==> src/sv/bcm_pkg.sv <==
`timescale 1ns / 1ps
// ----------------------------------------------------------------------------
// bcm_pkg
// Types and constants shared by the contour marker modules.
// ----------------------------------------------------------------------------
package bcm_pkg;

  localparam int PIX_BITS       = 8;
  localparam int CFG_DATA_BITS  = 11;
  localparam int CFG_INDEX_BITS = 2;

  // Configuration register indexes.
  localparam logic [CFG_INDEX_BITS-1:0] CFG_IDX_WIDTH  = 2'd0;
  localparam logic [CFG_INDEX_BITS-1:0] CFG_IDX_HEIGHT = 2'd1;
  localparam logic [CFG_INDEX_BITS-1:0] CFG_IDX_MODE   = 2'd2;

  localparam logic [CFG_DATA_BITS-1:0] RESET_WIDTH  = 11'd640;
  localparam logic [CFG_DATA_BITS-1:0] RESET_HEIGHT = 11'd480;

  // Item kinds and neighbour modes.
  localparam logic KIND_PIXEL = 1'b0;
  localparam logic MODE_FOUR  = 1'b0;
  localparam logic MODE_EIGHT = 1'b1;

  typedef struct packed {
    logic                kind;
    logic [PIX_BITS-1:0] pixel_value;
  } in_item_t;

  typedef struct packed {
    logic [PIX_BITS-1:0] out_value;
    logic                frame_end;
  } out_item_t;

  // One push of a pixel into the line stores and the window.
  typedef struct packed {
    logic                push;       // a pixel enters the store read stage this cycle
    logic                prod;       // the push completes a result
    logic                on_border;  // that result lies on the frame border
    logic                last;       // that result is the frame's last pixel
    logic                use_mid;    // single-row frame drain: centre comes from the store
    logic [PIX_BITS-1:0] pixel;
  } push_info_t;

endpackage

==> src/sv/bcm_ctrl.sv <==
`timescale 1ns / 1ps
// ----------------------------------------------------------------------------
// bcm_ctrl
// Configuration registers, frame position counters and drain bookkeeping.
// ----------------------------------------------------------------------------
module bcm_ctrl #(
  parameter int MAX_WIDTH  = 1024,
  parameter int MAX_HEIGHT = 1024
) (
  input  logic                                clk,
  input  logic                                rst_n,
  input  logic                                cfg_we,
  input  logic [bcm_pkg::CFG_INDEX_BITS-1:0]  cfg_index,
  input  logic [bcm_pkg::CFG_DATA_BITS-1:0]   cfg_data,
  input  logic                                acc,
  input  bcm_pkg::in_item_t                   item,
  output bcm_pkg::push_info_t                 info,
  output logic [$clog2(MAX_WIDTH)-1:0]        push_col,
  output logic                                neighbour_mode
);
  import bcm_pkg::*;

  localparam int CW = $clog2(MAX_WIDTH);
  localparam int RW = $clog2(MAX_HEIGHT);
  localparam int PW = $clog2(MAX_WIDTH + 2);

  logic [CFG_DATA_BITS-1:0] width_r, height_r;
  logic                     mode_r;
  logic [CW-1:0]            col_r, col_nxt, ocol_r, ocol_nxt, wlast;
  logic [RW-1:0]            row_r, row_nxt, orow_r, orow_nxt, hlast;
  logic [PW-1:0]            pend_r, pend_nxt;
  logic                     draining, col_wrap, final_px, restart;

  // Effective frame size, held as the index of the last column and row.
  always_comb begin
    if (width_r == '0) begin
      wlast = '0;
    end else if (32'(width_r) > 32'(MAX_WIDTH)) begin
      wlast = CW'(MAX_WIDTH - 1);
    end else begin
      wlast = CW'(32'(width_r) - 32'd1);
    end
    if (height_r == '0) begin
      hlast = '0;
    end else if (32'(height_r) > 32'(MAX_HEIGHT)) begin
      hlast = RW'(MAX_HEIGHT - 1);
    end else begin
      hlast = RW'(32'(height_r) - 32'd1);
    end
  end

  assign draining       = (pend_r != '0);
  assign col_wrap       = (col_r == wlast);
  assign final_px       = (row_r == hlast) && col_wrap;
  assign push_col       = col_r;
  assign neighbour_mode = mode_r;

  always_comb begin
    // While draining every beat pushes a background pixel and releases one result.
    info.push      = acc && (draining || (item.kind == KIND_PIXEL));
    info.pixel     = draining ? '0 : item.pixel_value;
    info.prod      = draining || (row_r >= RW'(2)) || ((row_r == RW'(1)) && (col_r != '0));
    info.on_border = (orow_r == '0) || (ocol_r == '0) || (orow_r == hlast) ||
                     (ocol_r == wlast);
    info.last      = (orow_r == hlast) && (ocol_r == wlast);
    // In a single-row frame every drain beat takes its centre from the store
    // read, which already holds the wanted pixel.
    info.use_mid   = draining && (hlast == '0);

    col_nxt  = col_r;
    row_nxt  = row_r;
    ocol_nxt = ocol_r;
    orow_nxt = orow_r;
    pend_nxt = pend_r;
    restart  = 1'b0;
    if (info.push) begin
      col_nxt = col_wrap ? '0 : col_r + 1'b1;
      if (info.prod) begin
        if (ocol_r == wlast) begin
          ocol_nxt = '0;
          orow_nxt = orow_r + 1'b1;
        end else begin
          ocol_nxt = ocol_r + 1'b1;
        end
      end
      if (draining) begin
        pend_nxt = pend_r - 1'b1;
        restart  = (pend_r == PW'(1));
      end else if (final_px) begin
        pend_nxt = (hlast == '0) ? PW'(wlast) + PW'(1) : PW'(wlast) + PW'(2);
      end else if (col_wrap) begin
        row_nxt = row_r + 1'b1;
      end
    end
    if (restart) begin
      col_nxt  = '0;
      row_nxt  = '0;
      ocol_nxt = '0;
      orow_nxt = '0;
    end
  end

  always_ff @(posedge clk) begin
    if (!rst_n) begin
      width_r  <= RESET_WIDTH;
      height_r <= RESET_HEIGHT;
      mode_r   <= MODE_FOUR;
      col_r    <= '0;
      row_r    <= '0;
      ocol_r   <= '0;
      orow_r   <= '0;
      pend_r   <= '0;
    end else if (cfg_we && ((cfg_index == CFG_IDX_WIDTH) || (cfg_index == CFG_IDX_HEIGHT) ||
                            (cfg_index == CFG_IDX_MODE))) begin
      case (cfg_index)
        CFG_IDX_WIDTH:  width_r  <= cfg_data;
        CFG_IDX_HEIGHT: height_r <= cfg_data;
        default:        mode_r   <= cfg_data[0];
      endcase
      col_r  <= '0;
      row_r  <= '0;
      ocol_r <= '0;
      orow_r <= '0;
      pend_r <= '0;
    end else begin
      col_r  <= col_nxt;
      row_r  <= row_nxt;
      ocol_r <= ocol_nxt;
      orow_r <= orow_nxt;
      pend_r <= pend_nxt;
    end
  end

`ifndef SYNTHESIS
  a_col_in_row: assert property (@(posedge clk) disable iff (!rst_n)
    col_r <= wlast)
    else $error("column counter beyond the row");
  a_pend_bound: assert property (@(posedge clk) disable iff (!rst_n)
    pend_r <= PW'(wlast) + PW'(2))
    else $error("pending count beyond one row plus one pixel");
  a_orow_in_frame: assert property (@(posedge clk) disable iff (!rst_n)
    orow_r <= hlast)
    else $error("result row beyond the frame");
`endif

endmodule

==> config.mk <==
export PLATFORM = sky130hd
export DESIGN_NAME = bcm_ctrl
export DESIGN_NICKNAME = d
export VERILOG_FILES = /design/src/sv/bcm_pkg.sv /design/src/sv/bcm_ctrl.sv
export SDC_FILE = /design/constraint.sdc
export NUM_CORES = 1
export LEC_CHECK = 0
export BUFFER_PORTS_ARGS = -buffer_cell sky130_fd_sc_hd__buf_2
export CAP_MARGIN = 5
export CORE_MARGIN = 10
export CORE_UTILIZATION = 40
export CTS_BUF_LIST = sky130_fd_sc_hd__clkbuf_8
export DETAILED_ROUTE_END_ITERATION = 7
export HOLD_SLACK_MARGIN = 0.02
export PLACE_DENSITY = 0.71
export SYNTH_ARGS = -nofsm -noshare
export SYNTH_HDL_FRONTEND = slang
export SYNTH_SLANG_ARGS = --single-unit
==> constraint.sdc <==
create_clock -name clk -period 3.82 [get_ports clk]
set_input_delay 0.573 -clock clk [delete_from_list [all_inputs] [get_ports clk]]
set_output_delay 0.573 -clock clk [all_outputs]
set_load 0.005 [all_outputs]
# Word level (Yosys, flattened, before mapping)
# Cells that the tools add are included.
[word_totals]
inputBits = 26
output_inout_bits = 24
reg_bits = 74
[op_classes]
mux = 12
n_bitwise = 5
n_lt_le_gt_ge = 3
eq_ne = 8
n_reduce_logical = 33
n_addsub = 9
[ops]
columns = ["cell", "n"]
rows = [
  ["$mux 10", 6],
  ["$add 10x1->10 const B", 4],
  ["$eq 10x10->1", 4],
  ["$mux 11", 3],
  ["$logic_not 10->1", 3],
  ["$gt 11x11->1 const B", 2],
  ["$logic_not 11->1", 2],
  ["$sub 10x1->10 const B", 2],
  ["$add 10x1->11 const B", 1],
  ["$add 10x2->11 const B", 1],
  ["$eq 11x1->1 const B", 1],
  ["$reduce_bool 11->1", 1],
  ["$sub 11x1->11 const B", 1],
  ["$eq 10x1->1 const B", 1],
  ["$ge 10x2->1 const B", 1],
  ["$reduce_and 2->1", 5],
  ["$reduce_bool 10->1", 1],
  ["$logic_or 1x1->1", 8],
  ["$mux 8", 1],
  ["$logic_and 1x1->1", 6],
  ["$not 1->1", 5],
  ["$reduce_and 4->1", 1],
  ["$reduce_or 2->1", 2],
  ["$reduce_and 3->1", 1],
  ["6 further kinds", 7],
]

# Logic depth before layout (Yosys ltp)
# Gate-level depths: netlist of run 1.
[depth]
ltp_word = 7
ltp_mapped = 14

# Worst setup path before layout of run 1
# No wires, ideal clock.
[synth_path]
path_kind = "flip-flop to output port"
from = "reg height_r[0]"
to = "out info[9] (netlist name)"
slack_ps = 107
arrival_time_ps = 3140
path_buffers = 3
required_time_ps = 3247
path_stages_with_launch = 14
cell_sequence = "dfxtp_1 -> clkbuf_1 -> inv_1 -> ha_1 -> or4b_4 -> buf_6 -> buf_2 -> o31ai_1 -> nor4bb_1 -> a21oi_1 -> o221ai_1 -> o21ai_0 -> or4_1 -> nor2_1"
[synth_rtl]
columns = ["item", "line_no", "text"]
rows = [
  ["from (decl)", "bcm_ctrl.sv:27", "logic [CFG_DATA_BITS-1:0] width_r, height_r;"],
  ["from (signal assigned)", "bcm_ctrl.sv:117", "CFG_IDX_HEIGHT: height_r <= cfg_data;"],
  ["to (decl)", "bcm_ctrl.sv:17", "output bcm_pkg::push_info_t info,"],
]

==> results.ini, run 1 <==
[cells_and_area]
drive_above_1_share = 0.183
diodes = 0
nets = 891
syn_to_final_growth_pct = 15.9
final_util = 0.474
post-route-cell-area_sq_um = 6890
nFillCells = 1476

[placed_design]
placed_area_sq_um = 6480
io_buffers = 49
gp_congestion = 0.987
hpwl_mm = 13.4
place_ws_ns = -0.0000209

[synthesis]
synth_ff_type = dfxtp_1
synth-simple-area-share = 0.349
synth-edff-count = 0
yosys.cell_types.count = 82
syn-num-nets = 843
synth-compound-area-share = 0.220
synthMuxAreaShare = 0.0257
yosysWarnings = 0
async_flop_share = 0
seq_area_frac_synth = 0.249
syn-mean-instance-area_sq_um = 7.41
synth_area_sq_um = 5940
synth_cells = 802
yosys_register_bits = 74
synth_top_family_by_area = simple AND/OR/NAND/NOR gates
synth-adder-area-share = 0.0350
synth_xor_area_frac = 0.0605

[drt]
drt_iter0_markers = 540
drc = 0
final_antenna_net_count = 0
vias_per_cell = 6.13
drt_wl_total_mm = 17.9
dr_total_vias = 6358
drt-wirelength-per-cell_um = 17.3
first_pass_iters = 5

[floorplan]
coreArea_sq_um = 14500
row_count = 44
dieArea_sq_um = 20100
die_height_um = 142
io_pins = 50
initial_core_util = 0.409
chipWidth_um = 142

[power]
clock_power_share = 0.259
p_seq_frac = 0.320
swShare = 0.384
vdd_drop_max_v = 0.000296
p_comb_frac = 0.422
finalPower_mw = 2.64
power.density_nw_per_um2 = 383
p_leak_nw = 2.45
p_int_mw = 1.62
power.switching_mw = 1.01

[timing]
max_freq_mhz = 271
timing.final.crit_share = 0.966
worst_pin_slew_ns = 1.08
skew_ns = 0.00976
finalSetupViolCount = 0
maxSlewHeadroom = 0.279
rsz0062_at_grt = yes
worst_slack_ns = 0.130
min_period_ns = 3.69
hold_viol_final = 0
slew_viol_final = 0
hold_ws_ns = 0.435

[cts]
cts_tree = done
cts_sinks = 74
htree_num_levels = 3
clk_latency_ns = 0.38
cts_buffers = 9
cts_hold_buf = 0
clk_pin_slew_ns = 0.08
clockBufferDepth = 2
cts_root_buf = clkbuf_8

[global_route]
gr-usage-all-layers = 0.176
grt_pass1_wl_mm = 29.7
grt_max_degree = 27
first_global_vias = 5974
antenna_found_initial = 0
overflow = 0

[worst_setup_path]
cp_slowest_stage_delay_ns = 0.57
path_class = reg2out
cp_top_family = simple AND/OR/NAND/NOR gates
crit_arrival_ns = 3.12
critPathBufInv = 3
critPathMaxFanout = 6
worstPathRequired_ns = 3.25
worstSetupEndpointType = output pin
start_kind = flip-flop
slowest_stage = or4_4
ff2ff_setup_slack_ns = 0.17
crit_chain = inv_2 > ha_4 > or4b_4 > buf_4 > nor4_4 > a211o_1 > xnor2_1 > nand3_1 > or4_4 > nor2_1 > buf_2

[outcome]
outcome = finished clean

[worst_hold_path]
hold_class = in2reg

[job]
drv_cap = 0

## metrics by stage
stage               std cells     TNS, ns
finish                   1038           0
global route             1038     -0.0366
CTS                      1038           0
detailed placement       1018  -0.0000209
global placement         1018           0
floorplan                 802           0
## area by class of cell
type	instances	area, sq um	share of cell area
inverters	29	109	0.0158
multi-input cells	642	4250	0.618
flip-flops and latches	74	1480	0.215
well taps	184	230	0.0334
clock buffers	10	138	0.0200
repair buffers	94	596	0.0865
clock inverters	5	78.8	0.0114
## worst paths after layout
check	from	endpoint	depth (start not counted)
worst min-delay path	cfg_data[8]	height_r[8]	3
worst max-delay path	height_r[0]	info[9]	11
worst max register to register	height_r[0]	pend_r[7]	12
worst min register to register	pend_r[10]	pend_r[10]	2
## layer usage
metal / global-route usage / vias up / part of all wire
met3: 0.0357 / 74 / 0.062
met5: 0 / - / 0
met1: 0.214 / 2983 / 0.43
met2: 0.288 / 248 / 0.47
met4: 0.0909 / 0 / 0.044
li1: - / 3053 / -
## state kept, by name, summed over array words and instances, names as in the netlist
register / count
orow_r: 10
height_r: 11
row_r: 10
neighbour_mode: 1
width_r: 11
pend_r: 11
push_col: 10
ocol_r: 10
## cells by family (layout without fill, tap and decap cells)
group / Yosys count / in the layout
compound gates: 185 / 185
buf+inv: 87 / 138
simple gates: 383 / 384
fa+ha+maj: 17 / 17
mux: 15 / 15
xor+xnor: 41 / 41
flops: 74 / 74
## cell usage after synthesis, types with 4 or more instances
master / n / area (sq um)
nand3_1: 37 / 185
mux2i_1: 13 / 130
buf_2: 9 / 45.0
a211oi_1: 5 / 37.5
or4_1: 14 / 105
nand2b_1: 8 / 50.1
o21ai_1: 7 / 35.0
o311ai_0: 4 / 35.0
or3_1: 18 / 113
xor2_1: 15 / 131
o21a_1: 4 / 30.0
xnor2_1: 26 / 228
nor3_1: 33 / 165
and3_1: 8 / 50.1
nor2_1: 63 / 236
a21boi_0: 20 / 150
a21oi_1: 32 / 160
or2_2: 5 / 31.3
o211ai_1: 6 / 45.0
dfxtp_1: 74 / 1480
o22ai_1: 4 / 25.0
nor4b_1: 6 / 52.6
clkbuf_1: 43 / 161
o31ai_1: 17 / 128
nand4_1: 22 / 138
nor4_1: 20 / 125
and2_1: 16 / 100
inv_1: 28 / 105
nand2_1: 98 / 368
o41ai_1: 4 / 35.0
a31oi_1: 7 / 43.8
nand3b_1: 6 / 45.0
ha_1: 15 / 188
o21ai_0: 28 / 140
## worst min-delay path: cells and delay by family
| kind | cells | cell delay (ns) |
|---|---|---|
| buf+inv | 1 | 0.09 |
| simple gates | 2 | 0.11 |
## placed cells by master, fill, tap and decap left out, types with 10 or more instances in the layout
cell type / Yosys / layout
nor4_1: 20 / 16
xnor2_1: 26 / 26
xor2_1: 15 / 15
ha_1: 15 / 14
clkbuf_8: 0 / 10
a21oi_1: 32 / 32
buf_2: 9 / 49
nor3_1: 33 / 33
and2_1: 16 / 16
inv_1: 28 / 27
nand2_1: 98 / 97
or4_1: 14 / 13
buf_4: 0 / 44
or3_1: 18 / 16
a21boi_0: 20 / 20
nand4_1: 22 / 22
dfxtp_1: 74 / 74
mux2i_1: 13 / 13
o21ai_0: 28 / 26
o31ai_1: 17 / 16
nor2_1: 63 / 63
nand3_1: 37 / 36
## power by group through the flow
stage	registers, mW	clock network [mW]	logic [mW]
floorplan	0.841	0	0.750
global placement	0.859	0	1.07
detailed placement	0.859	0	1.08
CTS	0.842	0.703	1.09
global route	0.850	0.727	1.24
finish	0.843	0.682	1.11
## repair_timing
action                     4_1_cts  5_1_grt
pin swaps                        3        4
setup endpoints to repair        3       23
gates cloned                     1        0
resized for setup                9       18
setup buffers                    4        0
(Power assumes the default switching activity.)
==> run 2: changes to the inputs <==
- CORE_MARGIN: 10 -> default
==> run 2 against run 1 <==
Register-to-register slack hardly changed. Routed wire length is 2.0% lower. First-iteration DRC count stayed put. Sequential share of layout area hardly changed. Combinational power hardly changed. Sequential power hardly changed. Final cell count is 0.96% higher. Final area is 0.35% higher. Global-route usage is 6.7 points higher. Clock power is 2% higher.
==> results.ini, run 2 (synthesis gave the netlist of run 1 again) <==
[placed_design]
placed_area_sq_um = 6500
gp_congestion = 1.03
hpwl_mm = 13.0
io_buffers = 49

[timing]
fin_setup_tns_ns = 0
slew_viol_final = 0
hold_viol_final = 0
min_period_ns = 3.73
finalSetupViolCount = 0
maxSlewHeadroom = 0.244
worst_pin_slew_ns = 1.13
max_freq_mhz = 268
timing.final.crit_share = 0.978
rsz0062_at_grt = yes
skew_ns = 0.0128

[worst_hold_path]
hold_path_startpoint = cfg_data[5]
hold_class = in2reg
whs_endpoint = height_r[5]
hold_depth = 3

[global_route]
overflow = 0
gr-usage-all-layers = 0.243
antenna_found_initial = 0
grt_pass1_wl_mm = 29.0
grt_max_degree = 27
first_global_vias = 5736

[cts]
clk_latency_ns = 0.38
cts_hold_buf = 0
htree_num_levels = 3
clockBufferDepth = 2
cts_sinks = 74
clk_pin_slew_ns = 0.08
cts_root_buf = clkbuf_8
cts_tree = done
cts_buffers = 9

[power]
finalPower_mw = 2.66
power.density_nw_per_um2 = 385
power.switching_mw = 1.03
swShare = 0.388
p_comb_frac = 0.422
clock_power_share = 0.262
p_seq_frac = 0.316
p_leak_nw = 2.49
p_int_mw = 1.63
vdd_drop_max_v = 0.000218

[worst_setup_path]
path_class = reg2out
slowest_stage = or4_4
worstPathRequired_ns = 3.25
reg2reg_from = height_r[0]
start_kind = flip-flop
ff2ff_setup_slack_ns = 0.16
worstSetupEndpointType = output pin
crit_top_cell = buf_4
crit_arrival_ns = 3.16
r2r_cells = 12
critPathMaxFanout = 6
cp_slowest_stage_delay_ns = 0.57
r2r_end = pend_r[7]
crit_chain = inv_2 > ha_4 > or4b_4 > buf_4 > buf_4 > a21oi_1 > a211oi_1 > xor2_1 > nand4_1 > or4_4 > nor2_1 > buf_2

[floorplan]
coreArea_sq_um = 14500
row_count = 44
dieArea_sq_um = 15300
die_height_um = 124
io_pins = 50
chipWidth_um = 124
initial_core_util = 0.409

[cells_and_area]
nets = 900
final_cell_mix = nand2_1, dfxtp_1, nor2_1
multi_input_area_sq_um = 4220
drive_above_1_share = 0.192
reg_top3 = height_r x11, pend_r x11, width_r x11
regArea_sq_um = 1480
diodes = 0
post-route-cell-area_sq_um = 6910
syn_to_final_growth_pct = 16.3
nFillCells = 1484
final_common_cell = nand2_1

[drt]
drt_wl_total_mm = 17.6
first_pass_iters = 5
final_antenna_net_count = 0
drt-wirelength-per-cell_um = 16.8
drt_iter0_markers = 540
drc = 0
vias_per_cell = 6.03
dr_total_vias = 6315

[outcome]
outcome = finished clean

[job]
drv_cap = 0

## run 2: how the worst max path moves through the flow
stage,from,endpoint,slack (ns),depth (start not counted)
after global placement,height_r[0],info[9],0.23,10
final,height_r[0],info[9],0.09,12
after floorplan,height_r[0],info[9],0.11,13
after CTS,width_r[0],info[9],0.005,11
after detailed placement,height_r[0],pend_r[7],0.17,11
after global routing,height_r[0],info[9],-0.02,11
## run 2: what timing repair did
item,4_1_cts,5_1_grt
cloned,1,0
setup buffers,6,3
pin swaps,2,8
gates resized for setup,9,17
setup endpoints to repair,3,11
## run 2: final cells by class
| cell class | instances | share of cell area |
|---|---|---|
| Clock inverter | 6 | 0.0118 |
| Sequential cell | 74 | 0.215 |
| Inverter | 29 | 0.0158 |
| Timing Repair Buffer | 103 | 0.0942 |
| Multi-Input combinational cell | 642 | 0.610 |
| Clock buffer | 10 | 0.0199 |
| Tap cell | 184 | 0.0333 |
## run 2: worst max-delay path, delay by kind of cell (launching register included)
| kind | cells | cell delay [ns] |
|---|---|---|
| compound gates | 2 | 0.36 |
| fa+ha+maj | 1 | 0.16 |
| xor+xnor | 1 | 0.17 |
| simple gates | 4 | 1.28 |
| flops | 1 | 0.33 |
| buf+inv | 4 | 0.46 |
## run 2: power by group through the flow
stage          registers (mW)  clock network, mW  logic [mW]
2_1_floorplan           0.841                  0       0.750
3_3_place_gp            0.858                  0        1.07
3_5_place_dp            0.857                  0        1.07
4_1_cts                 0.840              0.714        1.10
5_1_grt                 0.847              0.739        1.24
6_report                0.842              0.698        1.12
## run 2: stage by stage
step                std cells  hold slack [ns]   util  worst slack [ns]
floorplan                 802            0.446      -             0.107
global placement         1022            0.462  0.447             0.225
detailed placement       1022            0.467  0.447             0.170
CTS                      1045            0.419  0.470           0.00462
global route             1048            0.456  0.475           -0.0205
finish                   1048            0.438  0.475            0.0851
## run 2: layer usage
metal / track usage / vias to the layer above / wire, um
met5: 0 / - / 0
li1: - / 3066 / -
met3: 0.0288 / 44 / 939
met1: 0.309 / 2963 / 7720
met2: 0.402 / 242 / 8270
met4: 0.125 / 0 / 637
==> run 3: changes to the inputs <==
- CORE_UTILIZATION: 40 -> 45
- PLACE_DENSITY: 0.71 -> 0.77
- RECOVER_POWER: default -> 50
==> run 3 against run 2 <==
Combinational power about the same. Clock-buffer cell count decreased by 1. First-iteration DRC count increased by 15%. Routed wire length decreased by 2.0%. Highest routed layer unchanged. Global-route usage increased by 2.8 points. Utilization increased by 5.9 points. Critical path type unchanged. Critical endpoint unchanged.
==> results.ini, run 3 (synthesis gave the netlist of run 1 again) <==
[placed_design]
gp_congestion = 0.983
placed_area_sq_um = 6450
hpwl_mm = 12.6
dp_cells = 1005
io_buffers = 49

[global_route]
antenna_found_initial = 0
grt_pass1_wl_mm = 29.2
gr-usage-all-layers = 0.271
first_global_vias = 5953
overflow = 0
grt_max_degree = 27

[timing]
worst_pin_slew_ns = 1.10
maxSlewHeadroom = 0.268
finalSetupViolCount = 0
min_period_ns = 3.74
max_freq_mhz = 267
timing.final.crit_share = 0.979
hold_ws_ns = 0.434
slew_viol_final = 0
hold_viol_final = 0
rsz0062_at_grt = yes
skew_ns = 0.00852
fin_setup_tns_ns = 0

[worst_hold_path]
hold_class = in2reg

[drt]
first_pass_iters = 5
dr_total_vias = 6301
final_antenna_net_count = 0
vias_per_cell = 6.14
drt-wirelength-per-cell_um = 16.8
drt_wl_total_mm = 17.2
drt_iter0_markers = 621
drc = 0

[cells_and_area]
reg_top3 = height_r x11, pend_r x11, width_r x11
nets = 890
final_common_cell = nand2_1
stdcell_count = 1026
syn_to_final_growth_pct = 14.4
post-route-cell-area_sq_um = 6790
final_cell_mix = nand2_1, dfxtp_1, nor2_1
drive_above_1_share = 0.170
diodes = 0

[worst_setup_path]
start_kind = flip-flop
worstPathRequired_ns = 3.25
worstSetupEndpointType = output pin
path_class = reg2out
critPathMaxFanout = 9
crit_arrival_ns = 3.17

[power]
vdd_drop_max_v = 0.000237
p_leak_nw = 2.41
finalPower_mw = 2.63
power.density_nw_per_um2 = 388

[cts]
htree_num_levels = 3
cts_hold_buf = 0
cts_tree = done
cts_sinks = 74
clockBufferDepth = 2
cts_root_buf = clkbuf_8
clk_pin_slew_ns = 0.08
clk_latency_ns = 0.38
cts_buffers = 9

[floorplan]
coreArea_sq_um = 12700
row_count = 41
initial_core_util = 0.467
die_height_um = 117
chipWidth_um = 117
io_pins = 50
dieArea_sq_um = 13700

[job]
drv_cap = 0

[outcome]
outcome = finished clean

## run 3: changes by cell type in the layout (fill, tap and decap cells not counted), sizes merged
cell	delta
buf	-19
clkbuf	+8
clkinv	+2
clkinvlp	-1
## run 3: critical path, stage by stage, from the launching register on
cell	delay (ns)
dfxtp_1	0.32
buf_4	0.17
or4_1	0.61
nor4_1	0.53
or2_1	0.25
nor3b_1	0.06
nor4_1	0.43
nand3_1	0.20
nor2_1	0.12
buf_2	0.12
## run 3: metrics by stage
stage,utilization,setup slack [ns]
6_report,0.534,0.0804
5_1_grt,0.534,-0.0694
4_1_cts,0.529,0.00957
3_5_place_dp,0.507,0.0290
3_3_place_gp,0.507,0.124
2_1_floorplan,-,0.107
## run 3: path summary, 6_finish.rpt
check / from / endpoint / slack, ns / cells after the start
hold / removal: cfg_data[9] / width_r[9] / 0.43 / 3
setup / recovery: width_r[0] / info[9] / 0.08 / 9
setup reg to reg: width_r[0] / orow_r[6] / 0.09 / 10
hold reg to reg: pend_r[10] / pend_r[10] / 0.47 / 2
## run 3: area by class of cell
cell class	count	area [sq um]
sequential	74	1480
inverter	29	109
fill	1263	5930
clock inverter	7	95.1
multi-input combinational	642	4210
timing repair buffer	93	559
tap	172	215
clock buffer	9	124
## run 3: power by group
group,internal [mW],switching (mW)
Combinational,0.430,0.672
Sequential,0.799,0.0449
Clock,0.367,0.319
Total,1.60,1.04
## run 3: what timing repair did
item / in CTS / in global routing
setup endpoints to repair: 2 / 13
gates cloned: 1 / 0
setup buffers: 3 / 1
resized for setup: 6 / 16
pin swaps: 2 / 5
hold endpoints to repair: 0 / 0
## run 3: layer usage
layer / wire length (um) / GRT usage
met5: 0 / 0
met4: 728 / 0.139
met3: 1160 / 0.0458
met2: 8010 / 0.446
met1: 7320 / 0.341
